### src/design/gbnsw_pkg.sv
// Package: types and constants of the Go-Back-N sender window block.
`timescale 1ns / 1ps

package gbnsw_pkg;

    localparam int CFG_AW   = 1;
    localparam int CFG_DW   = 16;
    localparam int TAG_W    = 16;
    localparam int OSEQ_W   = 8;
    localparam int OFLT_W   = 5;
    localparam int LIMREG_W = 5;
    localparam int TIMER_W  = 16;

    localparam logic [1:0] CMD_SEND = 2'd0;
    localparam logic [1:0] CMD_ACK  = 2'd1;
    localparam logic [1:0] CMD_TICK = 2'd2;

    localparam logic [CFG_AW-1:0] CFG_WINDOW_LIMIT  = 1'b0;
    localparam logic [CFG_AW-1:0] CFG_TIMEOUT_TICKS = 1'b1;

    localparam logic [LIMREG_W-1:0] WINDOW_LIMIT_RST  = 5'd16;
    localparam logic [TIMER_W-1:0]  TIMEOUT_TICKS_RST = 16'd100;

    typedef struct packed {
        logic [OFLT_W-1:0] in_flight;
        logic              dup_ack;
        logic              accepted;
        logic              last;
        logic              is_resend;
        logic [TAG_W-1:0]  tx_tag;
        logic [OSEQ_W-1:0] tx_seq;
        logic              tx_valid;
    } t_result;

    typedef struct packed {
        logic item_go;
        logic walk_start;
        logic walk_read;
        logic walk_emit;
    } t_dp_cmd;

    typedef struct packed {
        logic walk_needed;
        logic walk_last;
    } t_dp_status;

endpackage

### src/design/gbnsw_ctrl.sv
// Controller: item acceptance and the sequencer of the timeout resend walk.
`timescale 1ns / 1ps

module gbnsw_ctrl (
    input  logic                  i_clk,
    input  logic                  i_rst_n,
    input  logic                  i_in_valid,
    input  logic                  i_q_full,
    input  gbnsw_pkg::t_dp_status i_status,
    output logic                  o_in_ready,
    output gbnsw_pkg::t_dp_cmd    o_cmd
);
    import gbnsw_pkg::*;

    typedef enum logic [2:0] {
        S_IDLE  = 3'b001,
        S_FETCH = 3'b010,
        S_EMIT  = 3'b100
    } t_state;

    t_state r_state;
    t_state n_state;

    always_comb begin
        n_state    = r_state;
        o_in_ready = 1'b0;
        o_cmd      = '0;
        unique case (r_state)
            S_IDLE: begin
                o_in_ready       = !i_q_full;
                o_cmd.item_go    = i_in_valid && !i_q_full;
                o_cmd.walk_start = o_cmd.item_go && i_status.walk_needed;
                if (o_cmd.walk_start) begin
                    n_state = S_FETCH;
                end
            end
            S_FETCH: begin
                o_cmd.walk_read = 1'b1;
                n_state         = S_EMIT;
            end
            S_EMIT: begin
                if (!i_q_full) begin
                    o_cmd.walk_emit = 1'b1;
                    o_cmd.walk_read = !i_status.walk_last;
                    if (i_status.walk_last) begin
                        n_state = S_IDLE;
                    end
                end
            end
            default: begin
                n_state = S_IDLE;
            end
        endcase
    end

    always_ff @(posedge i_clk) begin
        if (!i_rst_n) begin
            r_state <= S_IDLE;
        end else begin
            r_state <= n_state;
        end
    end

endmodule

### src/design/gbnsw_dpath.sv
// Datapath: window state, timer, configuration registers and slot tag memory.
`timescale 1ns / 1ps

module gbnsw_dpath #(
    parameter int WINDOW_DEPTH = 16,
    parameter int SEQ_SPACE    = 256
) (
    input  logic                            i_clk,
    input  logic                            i_rst_n,
    input  logic                            i_cfg_we,
    input  logic [gbnsw_pkg::CFG_AW-1:0]    i_cfg_addr,
    input  logic [gbnsw_pkg::CFG_DW-1:0]    i_cfg_wdata,
    input  logic [1:0]                      i_item_cmd,
    input  logic [gbnsw_pkg::TAG_W-1:0]     i_item_tag,
    input  logic [gbnsw_pkg::OSEQ_W-1:0]    i_item_ack_seq,
    input  logic                            i_item_corrupt,
    input  gbnsw_pkg::t_dp_cmd              i_cmd,
    output gbnsw_pkg::t_dp_status           o_status,
    output logic                            o_push,
    output gbnsw_pkg::t_result              o_result
);
    import gbnsw_pkg::*;

    localparam int SEQ_W  = $clog2(SEQ_SPACE);
    localparam int OCC_W  = $clog2(WINDOW_DEPTH + 1);
    localparam int SLOT_W = (WINDOW_DEPTH > 1) ? $clog2(WINDOW_DEPTH) : 1;
    localparam int MAXW   = (WINDOW_DEPTH < SEQ_SPACE - 1) ? WINDOW_DEPTH : SEQ_SPACE - 1;
    localparam int LIM_W  = (OCC_W > LIMREG_W) ? OCC_W : LIMREG_W;
    localparam int ACK_N  = 1 << OSEQ_W;

    localparam logic [SEQ_W-1:0]  SEQ_LAST  = SEQ_W'(SEQ_SPACE - 1);
    localparam logic [SLOT_W-1:0] SLOT_LAST = SLOT_W'(WINDOW_DEPTH - 1);

    logic [LIMREG_W-1:0] r_win_lim;
    logic [TIMER_W-1:0]  r_timeout;
    logic [SEQ_W-1:0]    r_base, n_base;
    logic [SEQ_W-1:0]    r_next, n_next;
    logic [OCC_W-1:0]    r_occ, n_occ;
    logic [SLOT_W-1:0]   r_head, n_head;
    logic [TIMER_W-1:0]  r_timer, n_timer;
    logic                r_run, n_run;
    logic [OCC_W-1:0]    r_w_idx, n_w_idx;
    logic [SLOT_W-1:0]   r_w_slot, n_w_slot;
    logic [SEQ_W-1:0]    r_w_seq, n_w_seq;
    logic [TAG_W-1:0]    r_slot_tags [WINDOW_DEPTH];
    logic [TAG_W-1:0]    r_rd_tag;

    logic [SEQ_W-1:0]    ack_mod_tbl [ACK_N];
    logic [SEQ_W-1:0]    ack_mod;
    logic [LIM_W-1:0]    lim;
    logic                full;
    logic [OCC_W:0]      wr_sum;
    logic [SLOT_W-1:0]   wr_addr;
    logic                mem_we;
    logic                rd_en;
    logic [TIMER_W-1:0]  cnt_inc;
    logic [TIMER_W-1:0]  tmo_lim;
    logic                tmo_hit;
    logic                walk_last;
    logic [SEQ_W-1:0]    sel_seq;
    logic [SEQ_W+OSEQ_W-1:0] seq_ext;
    logic [OCC_W+OFLT_W-1:0] occ_ext;

    for (genvar g = 0; g < ACK_N; g++) begin : g_ack_mod
        localparam int unsigned MODV = g % SEQ_SPACE;
        assign ack_mod_tbl[g] = SEQ_W'(MODV);
    end

    assign ack_mod = ack_mod_tbl[i_item_ack_seq];

    always_comb begin
        lim = LIM_W'(r_win_lim);
        if (lim == '0) begin
            lim = LIM_W'(1);
        end else if (lim > LIM_W'(MAXW)) begin
            lim = LIM_W'(MAXW);
        end
        full = LIM_W'(r_occ) >= lim;

        wr_sum = (OCC_W+1)'(r_head) + (OCC_W+1)'(r_occ);
        if (wr_sum >= (OCC_W+1)'(WINDOW_DEPTH)) begin
            wr_sum = wr_sum - (OCC_W+1)'(WINDOW_DEPTH);
        end
        wr_addr = SLOT_W'(wr_sum);

        cnt_inc = (r_timer != '1) ? r_timer + TIMER_W'(1) : r_timer;
        tmo_lim = (r_timeout == '0) ? TIMER_W'(1) : r_timeout;
        tmo_hit = cnt_inc >= tmo_lim;

        walk_last = (r_w_idx + OCC_W'(1)) == r_occ;
    end

    assign o_status.walk_needed = (i_item_cmd == CMD_TICK) && r_run && tmo_hit
                                  && (r_occ != '0);
    assign o_status.walk_last   = walk_last;

    always_comb begin
        n_base   = r_base;
        n_next   = r_next;
        n_occ    = r_occ;
        n_head   = r_head;
        n_timer  = r_timer;
        n_run    = r_run;
        n_w_idx  = r_w_idx;
        n_w_slot = r_w_slot;
        n_w_seq  = r_w_seq;
        mem_we   = 1'b0;
        rd_en    = 1'b0;
        o_push   = 1'b0;
        o_result = '0;
        sel_seq  = '0;

        if (i_cmd.item_go) begin
            o_result.last = 1'b1;
            o_push        = !o_status.walk_needed;
            unique case (i_item_cmd)
                CMD_SEND: begin
                    if (!full) begin
                        mem_we = 1'b1;
                        if (r_occ == '0) begin
                            n_timer = '0;
                            n_run   = 1'b1;
                        end
                        n_next = (r_next == SEQ_LAST) ? '0 : r_next + SEQ_W'(1);
                        n_occ  = r_occ + OCC_W'(1);
                        o_result.tx_valid = 1'b1;
                        o_result.tx_tag   = i_item_tag;
                        o_result.accepted = 1'b1;
                        sel_seq           = r_next;
                    end
                end
                CMD_ACK: begin
                    if (!i_item_corrupt && r_occ != '0) begin
                        if (ack_mod == r_base) begin
                            n_base = (r_base == SEQ_LAST) ? '0 : r_base + SEQ_W'(1);
                            n_head = (r_head == SLOT_LAST) ? '0 : r_head + SLOT_W'(1);
                            n_occ  = r_occ - OCC_W'(1);
                        end else begin
                            o_result.dup_ack = 1'b1;
                        end
                        n_timer = '0;
                        n_run   = n_occ != '0;
                    end
                end
                CMD_TICK: begin
                    if (r_run) begin
                        n_timer = tmo_hit ? '0 : cnt_inc;
                    end
                end
                default: begin
                end
            endcase
        end

        if (i_cmd.walk_start) begin
            n_w_idx  = '0;
            n_w_slot = r_head;
            n_w_seq  = r_base;
        end

        if (i_cmd.walk_read) begin
            rd_en    = 1'b1;
            n_w_slot = (r_w_slot == SLOT_LAST) ? '0 : r_w_slot + SLOT_W'(1);
        end

        if (i_cmd.walk_emit) begin
            o_push             = 1'b1;
            o_result.tx_valid  = 1'b1;
            o_result.tx_tag    = r_rd_tag;
            o_result.is_resend = 1'b1;
            o_result.last      = walk_last;
            sel_seq            = r_w_seq;
            n_w_idx            = r_w_idx + OCC_W'(1);
            n_w_seq            = (r_w_seq == SEQ_LAST) ? '0 : r_w_seq + SEQ_W'(1);
        end

        seq_ext            = {{OSEQ_W{1'b0}}, sel_seq};
        occ_ext            = {{OFLT_W{1'b0}}, n_occ};
        o_result.tx_seq    = seq_ext[OSEQ_W-1:0];
        o_result.in_flight = occ_ext[OFLT_W-1:0];
    end

    always_ff @(posedge i_clk) begin
        if (!i_rst_n) begin
            r_win_lim <= WINDOW_LIMIT_RST;
            r_timeout <= TIMEOUT_TICKS_RST;
            r_base    <= '0;
            r_next    <= '0;
            r_occ     <= '0;
            r_head    <= '0;
            r_timer   <= '0;
            r_run     <= 1'b0;
            r_w_idx   <= '0;
            r_w_slot  <= '0;
            r_w_seq   <= '0;
        end else begin
            if (i_cfg_we && i_cfg_addr == CFG_WINDOW_LIMIT) begin
                r_win_lim <= i_cfg_wdata[LIMREG_W-1:0];
            end
            if (i_cfg_we && i_cfg_addr == CFG_TIMEOUT_TICKS) begin
                r_timeout <= i_cfg_wdata[TIMER_W-1:0];
            end
            r_base   <= n_base;
            r_next   <= n_next;
            r_occ    <= n_occ;
            r_head   <= n_head;
            r_timer  <= n_timer;
            r_run    <= n_run;
            r_w_idx  <= n_w_idx;
            r_w_slot <= n_w_slot;
            r_w_seq  <= n_w_seq;
        end
    end

    always_ff @(posedge i_clk) begin
        if (mem_we) begin
            r_slot_tags[wr_addr] <= i_item_tag;
        end
        if (rd_en) begin
            r_rd_tag <= r_slot_tags[r_w_slot];
        end
    end

endmodule

### src/design/gbnsw_outq.sv
// Output queue: two-entry result buffer in front of the master stream.
`timescale 1ns / 1ps

module gbnsw_outq (
    input  logic               i_clk,
    input  logic               i_rst_n,
    input  logic               i_push,
    input  gbnsw_pkg::t_result i_data,
    input  logic               i_pop,
    output logic               o_valid,
    output gbnsw_pkg::t_result o_data,
    output logic               o_full
);
    import gbnsw_pkg::*;

    t_result    r_q [2];
    logic       r_wr_ptr;
    logic       r_rd_ptr;
    logic [1:0] r_cnt;
    logic [1:0] n_cnt;

    assign o_valid = r_cnt != 2'd0;
    assign o_full  = r_cnt == 2'd2;
    assign o_data  = r_q[r_rd_ptr];

    always_comb begin
        n_cnt = r_cnt;
        if (i_push && !i_pop) begin
            n_cnt = r_cnt + 2'd1;
        end else if (!i_push && i_pop) begin
            n_cnt = r_cnt - 2'd1;
        end
    end

    always_ff @(posedge i_clk) begin
        if (!i_rst_n) begin
            r_wr_ptr <= 1'b0;
            r_rd_ptr <= 1'b0;
            r_cnt    <= 2'd0;
        end else begin
            if (i_push) begin
                r_wr_ptr <= ~r_wr_ptr;
            end
            if (i_pop) begin
                r_rd_ptr <= ~r_rd_ptr;
            end
            r_cnt <= n_cnt;
        end
    end

    always_ff @(posedge i_clk) begin
        if (i_push) begin
            r_q[r_wr_ptr] <= i_data;
        end
    end

endmodule

### src/design/gbn_sender_window_top.sv
// Top level: Go-Back-N sender window control with stream ports.
//
//   port group   dir   role
//   s_axis_*     in    send requests, acknowledgements, timer ticks
//   m_axis_*     out   transmit / status results, tlast on the final one
//   i_cfg_*      in    window_limit (index 0), timeout_ticks (index 1)
//
// Send, acknowledgement and tick transfers are taken while the output queue is not full.
// A timeout resend holds s_axis_tready low: S_FETCH reads the oldest tag,
// then S_EMIT sends one packet per cycle, while the output queue has room,
// from the single read port of the slot tag memory.
// A two-entry output queue lets a new transfer in while a result waits.
// Reset is synchronous, active low; the slot tag memory is not cleared.
`timescale 1ns / 1ps

module gbn_sender_window_top #(
    parameter int WINDOW_DEPTH = 16,
    parameter int SEQ_SPACE    = 256
) (
    input  logic                         i_clk,
    input  logic                         i_rst_n,
    input  logic                         i_cfg_we,
    input  logic [gbnsw_pkg::CFG_AW-1:0] i_cfg_addr,
    input  logic [gbnsw_pkg::CFG_DW-1:0] i_cfg_wdata,
    input  logic                         s_axis_tvalid,
    output logic                         s_axis_tready,
    input  logic [23:0]                  s_axis_tdata,  // payload_tag[15:0], ack_seq[23:16]
    input  logic [2:0]                   s_axis_tuser,  // cmd[1:0], ack_corrupt[2]
    output logic                         m_axis_tvalid,
    input  logic                         m_axis_tready,
    output logic [31:0]                  m_axis_tdata,  // tx_seq[7:0], tx_tag[23:8],
                                                        // in_flight[28:24], zero[31:29]
    output logic [3:0]                   m_axis_tuser,  // tx_valid, is_resend, accepted,
                                                        // dup_ack
    output logic                         m_axis_tlast
);
    import gbnsw_pkg::*;

    t_dp_cmd    cmd;
    t_dp_status status;
    t_result    push_data;
    t_result    q_data;
    logic       push;
    logic       q_full;

    gbnsw_ctrl u_ctrl (
        .i_clk      (i_clk),
        .i_rst_n    (i_rst_n),
        .i_in_valid (s_axis_tvalid),
        .i_q_full   (q_full),
        .i_status   (status),
        .o_in_ready (s_axis_tready),
        .o_cmd      (cmd)
    );

    gbnsw_dpath #(
        .WINDOW_DEPTH (WINDOW_DEPTH),
        .SEQ_SPACE    (SEQ_SPACE)
    ) u_dpath (
        .i_clk          (i_clk),
        .i_rst_n        (i_rst_n),
        .i_cfg_we       (i_cfg_we),
        .i_cfg_addr     (i_cfg_addr),
        .i_cfg_wdata    (i_cfg_wdata),
        .i_item_cmd     (s_axis_tuser[1:0]),
        .i_item_tag     (s_axis_tdata[15:0]),
        .i_item_ack_seq (s_axis_tdata[23:16]),
        .i_item_corrupt (s_axis_tuser[2]),
        .i_cmd          (cmd),
        .o_status       (status),
        .o_push         (push),
        .o_result       (push_data)
    );

    gbnsw_outq u_outq (
        .i_clk   (i_clk),
        .i_rst_n (i_rst_n),
        .i_push  (push),
        .i_data  (push_data),
        .i_pop   (m_axis_tvalid && m_axis_tready),
        .o_valid (m_axis_tvalid),
        .o_data  (q_data),
        .o_full  (q_full)
    );

    assign m_axis_tdata = {3'b000, q_data.in_flight, q_data.tx_tag, q_data.tx_seq};
    assign m_axis_tuser = {q_data.dup_ack, q_data.accepted, q_data.is_resend,
                           q_data.tx_valid};
    assign m_axis_tlast = q_data.last;

endmodule

### config.mk
export PLATFORM = sky130hd
export DESIGN_NAME = gbn_sender_window_top
export DESIGN_NICKNAME = d
export VERILOG_FILES = /design/src/design/gbnsw_pkg.sv /design/src/design/gbnsw_ctrl.sv /design/src/design/gbnsw_dpath.sv /design/src/design/gbnsw_outq.sv /design/src/design/gbn_sender_window_top.sv
export SDC_FILE = /design/constraint.sdc
export NUM_CORES = 1
export LEC_CHECK = 0
export BUFFER_PORTS_ARGS = -buffer_cell sky130_fd_sc_hd__buf_2
export CAP_MARGIN = 20
export CELL_PAD_IN_SITES_DETAIL_PLACEMENT = 1
export CELL_PAD_IN_SITES_GLOBAL_PLACEMENT = 1
export CORE_UTILIZATION = 39
export DETAILED_ROUTE_END_ITERATION = 10
export GPL_TIMING_DRIVEN = 0
export PLACE_DENSITY_LB_ADDON = 0.1
export SLEW_MARGIN = 20
export SYNTH_ARGS = -nofsm -noshare
export SYNTH_HDL_FRONTEND = slang
export SYNTH_SLANG_ARGS = --single-unit
### constraint.sdc
create_clock -name i_clk -period 5.2 [get_ports i_clk]
set_clock_uncertainty 0.05 [all_clocks]
set_input_delay 0.78 -clock i_clk [delete_from_list [all_inputs] [get_ports i_clk]]
set_output_delay 0.78 -clock i_clk [all_outputs]
set_load 0.05 [all_outputs]
==> impl_metrics.xml <==
<?xml version="1.0" encoding="UTF-8"?>
<metrics>
  <group name="timing">
    <metric name="final-hold-violation-count" unit="">0</metric>
    <metric name="share_of_the_clock_period_used_by_the_worst_path_after_layout" unit="%">97.7</metric>
    <metric name="max_freq" unit="MHz">197</metric>
    <metric name="maxSlewViolCount" unit="">0</metric>
    <metric name="slew-limit-headroom" unit="%">27.7</metric>
    <metric name="layout_min_cycle_time" unit="ps">5080</metric>
    <metric name="worst_pin_slew" unit="ps">1080</metric>
    <metric name="finalSetupTns" unit="ps">0</metric>
    <metric name="setup-violations-final" unit="">0</metric>
    <metric name="postLayoutSetupSlackWorst" unit="ps">121</metric>
    <metric name="unrepaired_setup_endpoints_after_global_routing" unit="">no</metric>
  </group>
  <group name="place">
    <metric name="dp.final_hpwl" unit="um">34000</metric>
    <metric name="globalplace.congestion" unit="">0.801</metric>
    <metric name="placement.io_buffers" unit="">84</metric>
    <metric name="preCtsSetupSlack" unit="ps">-113</metric>
    <metric name="dp_cells" unit="">1958</metric>
  </group>
  <group name="floorplanning">
    <metric name="start_util" unit="%">39.5</metric>
    <metric name="chipHeight" unit="um">219</metric>
    <metric name="fp.dieArea" unit="um2">48100</metric>
    <metric name="io_pins" unit="">88</metric>
    <metric name="die_w" unit="um">219</metric>
    <metric name="coreArea" unit="um2">46600</metric>
    <metric name="number_of_placement_rows" unit="">79</metric>
  </group>
  <group name="logic_synthesis">
    <metric name="post_synth_inst_count" unit="">1244</metric>
    <metric name="synth-seq-cells" unit="">428</metric>
    <metric name="synth_top_flop_cell" unit="">edfxtp_1</metric>
    <metric name="synth.avg_cell_area" unit="um2">14.8</metric>
    <metric name="synth_warn" unit="">0</metric>
    <metric name="ys_async_sr_fraction" unit="%">0</metric>
    <metric name="synth-edff-count" unit="">340</metric>
    <metric name="synth-seq-area-share" unit="%">65.0</metric>
    <metric name="synth_cell_type_count" unit="">73</metric>
    <metric name="synth.cell_area" unit="um2">18400</metric>
  </group>
  <group name="clock_network">
    <metric name="postCtsHoldBufs" unit="">0</metric>
    <metric name="clock-sinks" unit="">428</metric>
    <metric name="ctsLongestPathBuffers" unit="">3</metric>
    <metric name="clk-insertion-delay-late" unit="ps">600</metric>
    <metric name="clock-root-buffer" unit="">clkbuf_16</metric>
    <metric name="num_cts_buffers" unit="">48</metric>
    <metric name="tritoncts" unit="">done</metric>
    <metric name="cts-htree-levels" unit="">2</metric>
    <metric name="clk_pin_slew_worst_paths" unit="ps">60</metric>
  </group>
  <group name="critical_path">
    <metric name="worst_setup_sp_type" unit="">register</metric>
    <metric name="critical_path_arrival" unit="ps">5260</metric>
    <metric name="type_of_the_worst_setup_path" unit="">reg -&gt; reg</metric>
    <metric name="critPathMaxFanout" unit="">16</metric>
    <metric name="critical_path.endpoint_type" unit="">register</metric>
    <metric name="cp.required" unit="ps">5380</metric>
  </group>
  <group name="flow_run">
    <metric name="max_cap_viol_count" unit="">0</metric>
  </group>
  <group name="cells_and_area">
    <metric name="antenna_cells_inserted" unit="">0</metric>
    <metric name="layout.nets" unit="">1489</metric>
    <metric name="layout.core_utilization" unit="%">46.5</metric>
    <metric name="final.fill_count" unit="">4591</metric>
    <metric name="final_cell_count_no_fill" unit="">2047</metric>
    <metric name="area.growth.synth_to_final" unit="%">17.5</metric>
    <metric name="layout-drive-gt1-share" unit="%">24.4</metric>
  </group>
  <group name="power_and_ir_drop">
    <metric name="cellLeakagePower" unit="nW">7.26</metric>
    <metric name="peakVddDrop" unit="uV">300</metric>
    <metric name="finalPower" unit="mW">8.26</metric>
    <metric name="power.density_cell_area" unit="nW/um2">382</metric>
  </group>
  <group name="routing">
    <metric name="drt_wl_total" unit="um">50500</metric>
    <metric name="ant_nets" unit="">0</metric>
    <metric name="detailedRoute.firstPassIterationCount" unit="">5</metric>
    <metric name="number_of_drc_markers_after_the_initial_detailed_route_iteration" unit="">793</metric>
    <metric name="num_vias" unit="">11400</metric>
    <metric name="viasPerCell" unit="">5.55</metric>
    <metric name="wl_per_cell" unit="um">24.7</metric>
    <metric name="post-route-drc-count" unit="">0</metric>
  </group>
  <group name="status">
    <metric name="outcome" unit="">finished clean</metric>
  </group>
  <group name="min_path">
    <metric name="hold_path_class" unit="">in -&gt; reg</metric>
  </group>
  <group name="global_route">
    <metric name="antenna_found_initial" unit="">2</metric>
    <metric name="grt_first_pass_wirelength" unit="um">74600</metric>
    <metric name="grtUsageTotal" unit="%">21.4</metric>
    <metric name="globalRoute.totalOverflow" unit="">0</metric>
    <metric name="grt_pass1_vias" unit="">11700</metric>
    <metric name="grt_start_max_net_pins" unit="">22</metric>
  </group>
</metrics>
==> path summary, 6_finish.rpt <==
| path | to | slack, ps | start | cells after the start |
|---|---|---|---|---|
| worst max-delay path | u_dpath.r_slot_tags[13][10] | 120 | u_dpath.r_occ[0] | 12 |
| worst min-delay path | u_dpath.r_timeout[6] | 390 | i_cfg_wdata[6] | 3 |
| worst max register to register | u_dpath.r_slot_tags[13][10] | 120 | u_dpath.r_occ[0] | 12 |
| worst min register to register | u_dpath.r_timeout[12] | 430 | u_dpath.r_timeout[12] | 2 |
==> synth_stat cells, drive strengths merged, types with 6 or more instances <==
cell / n / area, um2
nor2b: 7 / 43.8
mux2i: 10 / 100
a31oi: 10 / 62.6
or3: 6 / 37.5
inv: 42 / 158
nor3: 21 / 110
a22oi: 7 / 52.6
a22o: 23 / 201
dfxtp: 88 / 1760
clkbuf: 42 / 158
xor2: 24 / 210
xnor2: 21 / 184
nand4: 13 / 81.3
nand2: 106 / 398
mux2: 36 / 405
buf: 25 / 143
o21ai: 26 / 130
nand3: 46 / 248
nand2b: 7 / 43.8
mux4: 80 / 1800
o211ai: 8 / 60.1
a21o: 7 / 52.6
and2: 12 / 75.1
nor4: 16 / 113
a21oi: 48 / 244
a211oi: 6 / 55.1
edfxtp: 340 / 10200
nor2: 58 / 220
ha: 34 / 425
==> critical path, cell delays in order (launching register included) <==
cell,delay (ps)
dfxtp_1,420
clkbuf_1,340
inv_1,230
ha_1,330
nor2b_1,170
o21a_1,210
o21a_1,190
clkbuf_1,540
nand2_1,570
inv_1,240
buf_2,340
nand3_1,390
nor2_4,690
==> state kept, by name, indices dropped and copies added (netlist names), named ones only <==
register and count:
u_ctrl.r_state 3, u_dpath.r_base 8, u_dpath.r_head 4, u_dpath.r_next 8, u_dpath.r_occ 5, u_dpath.r_rd_tag 16, u_dpath.r_run 1, u_dpath.r_slot_tags 256
u_dpath.r_timeout 16, u_dpath.r_timer 16, u_dpath.r_w_idx 5, u_dpath.r_w_seq 8, u_dpath.r_w_slot 4, u_dpath.r_win_lim 5, u_outq.r_cnt 2, u_outq.r_q 68
u_outq.r_rd_ptr 1, u_outq.r_wr_ptr 1
==> per-stage QoR <==
step                      hold slack, ps  cell area [um2]
after global placement               419            19600
after detailed placement             420            20000
after global routing                 381            21600
after CTS                            354            21600
after floorplan                      386            18400
final                                387            21600
==> layout by cell type, fill, tap and decap left out, drive strengths merged, types with 7 or more instances in the layout <==
cell type and n:
a21o 7, a21oi 48, a22o 23, a22oi 7, a31oi 10, and2 12, buf 133, clkbuf 109
clkinv 12, dfxtp 88, edfxtp 340, ha 34, inv 43, mux2 36, mux2i 10, mux4 80
nand2 106, nand2b 7, nand3 46, nand4 13, nor2 58, nor2b 7, nor3 21, nor4 16
o211ai 8, o21ai 26, xnor2 21, xor2 24
==> layout make-up <==
cell class,count,area (um2),area share [%]
inverters,42,158,0.729
well taps,607,759,3.51
multi-input cells,709,6120,28.3
repair buffers,109,761,3.52
plain buffers,67,307,1.42
flip-flops and latches,428,12000,55.4
clock inverters,19,259,1.20
clock buffers,66,1290,5.96
==> where the power goes <==
| group | total, mW | leakage [nW] | switching [mW] | internal (mW) |
|---|---|---|---|---|
| clock | 3.37 | 0.753 | 1.39 | 1.99 |
| combinational | 1.03 | 2.69 | 0.741 | 0.290 |
| sequential | 3.85 | 3.82 | 0.0389 | 3.81 |
==> layer usage <==
layer | track usage (%) | vias to the layer above | wire length, um
met5 | 0 | - | 26
met4 | 8.31 | 4 | 1560
met3 | 2.97 | 76 | 2100
met2 | 34.8 | 237 | 24600
met1 | 29.0 | 5892 | 22200
li1 | - | 5147 | -
==> cell families (layout without fill, tap and decap cells) <==
family	after synthesis	count (layout)	share of synthesized area [%]
AO/OA/AOI/OAI	183	183	6.93
XOR/XNOR	45	45	2.14
adder cells (fa/ha/maj)	35	35	2.42
buffers and inverters	109	303	2.49
flip-flops	428	428	65.0
multiplexers	126	126	12.5
other	1	3	0.0204
AND/OR/NAND/NOR	317	317	8.45
==> timing repair <==
item	CTS	global route
resized for setup	1	1
cloned	0	0
setup endpoints to repair	42	74
pin swaps	0	4
buffers inserted	0	4
(Power assumes the default switching activity.)
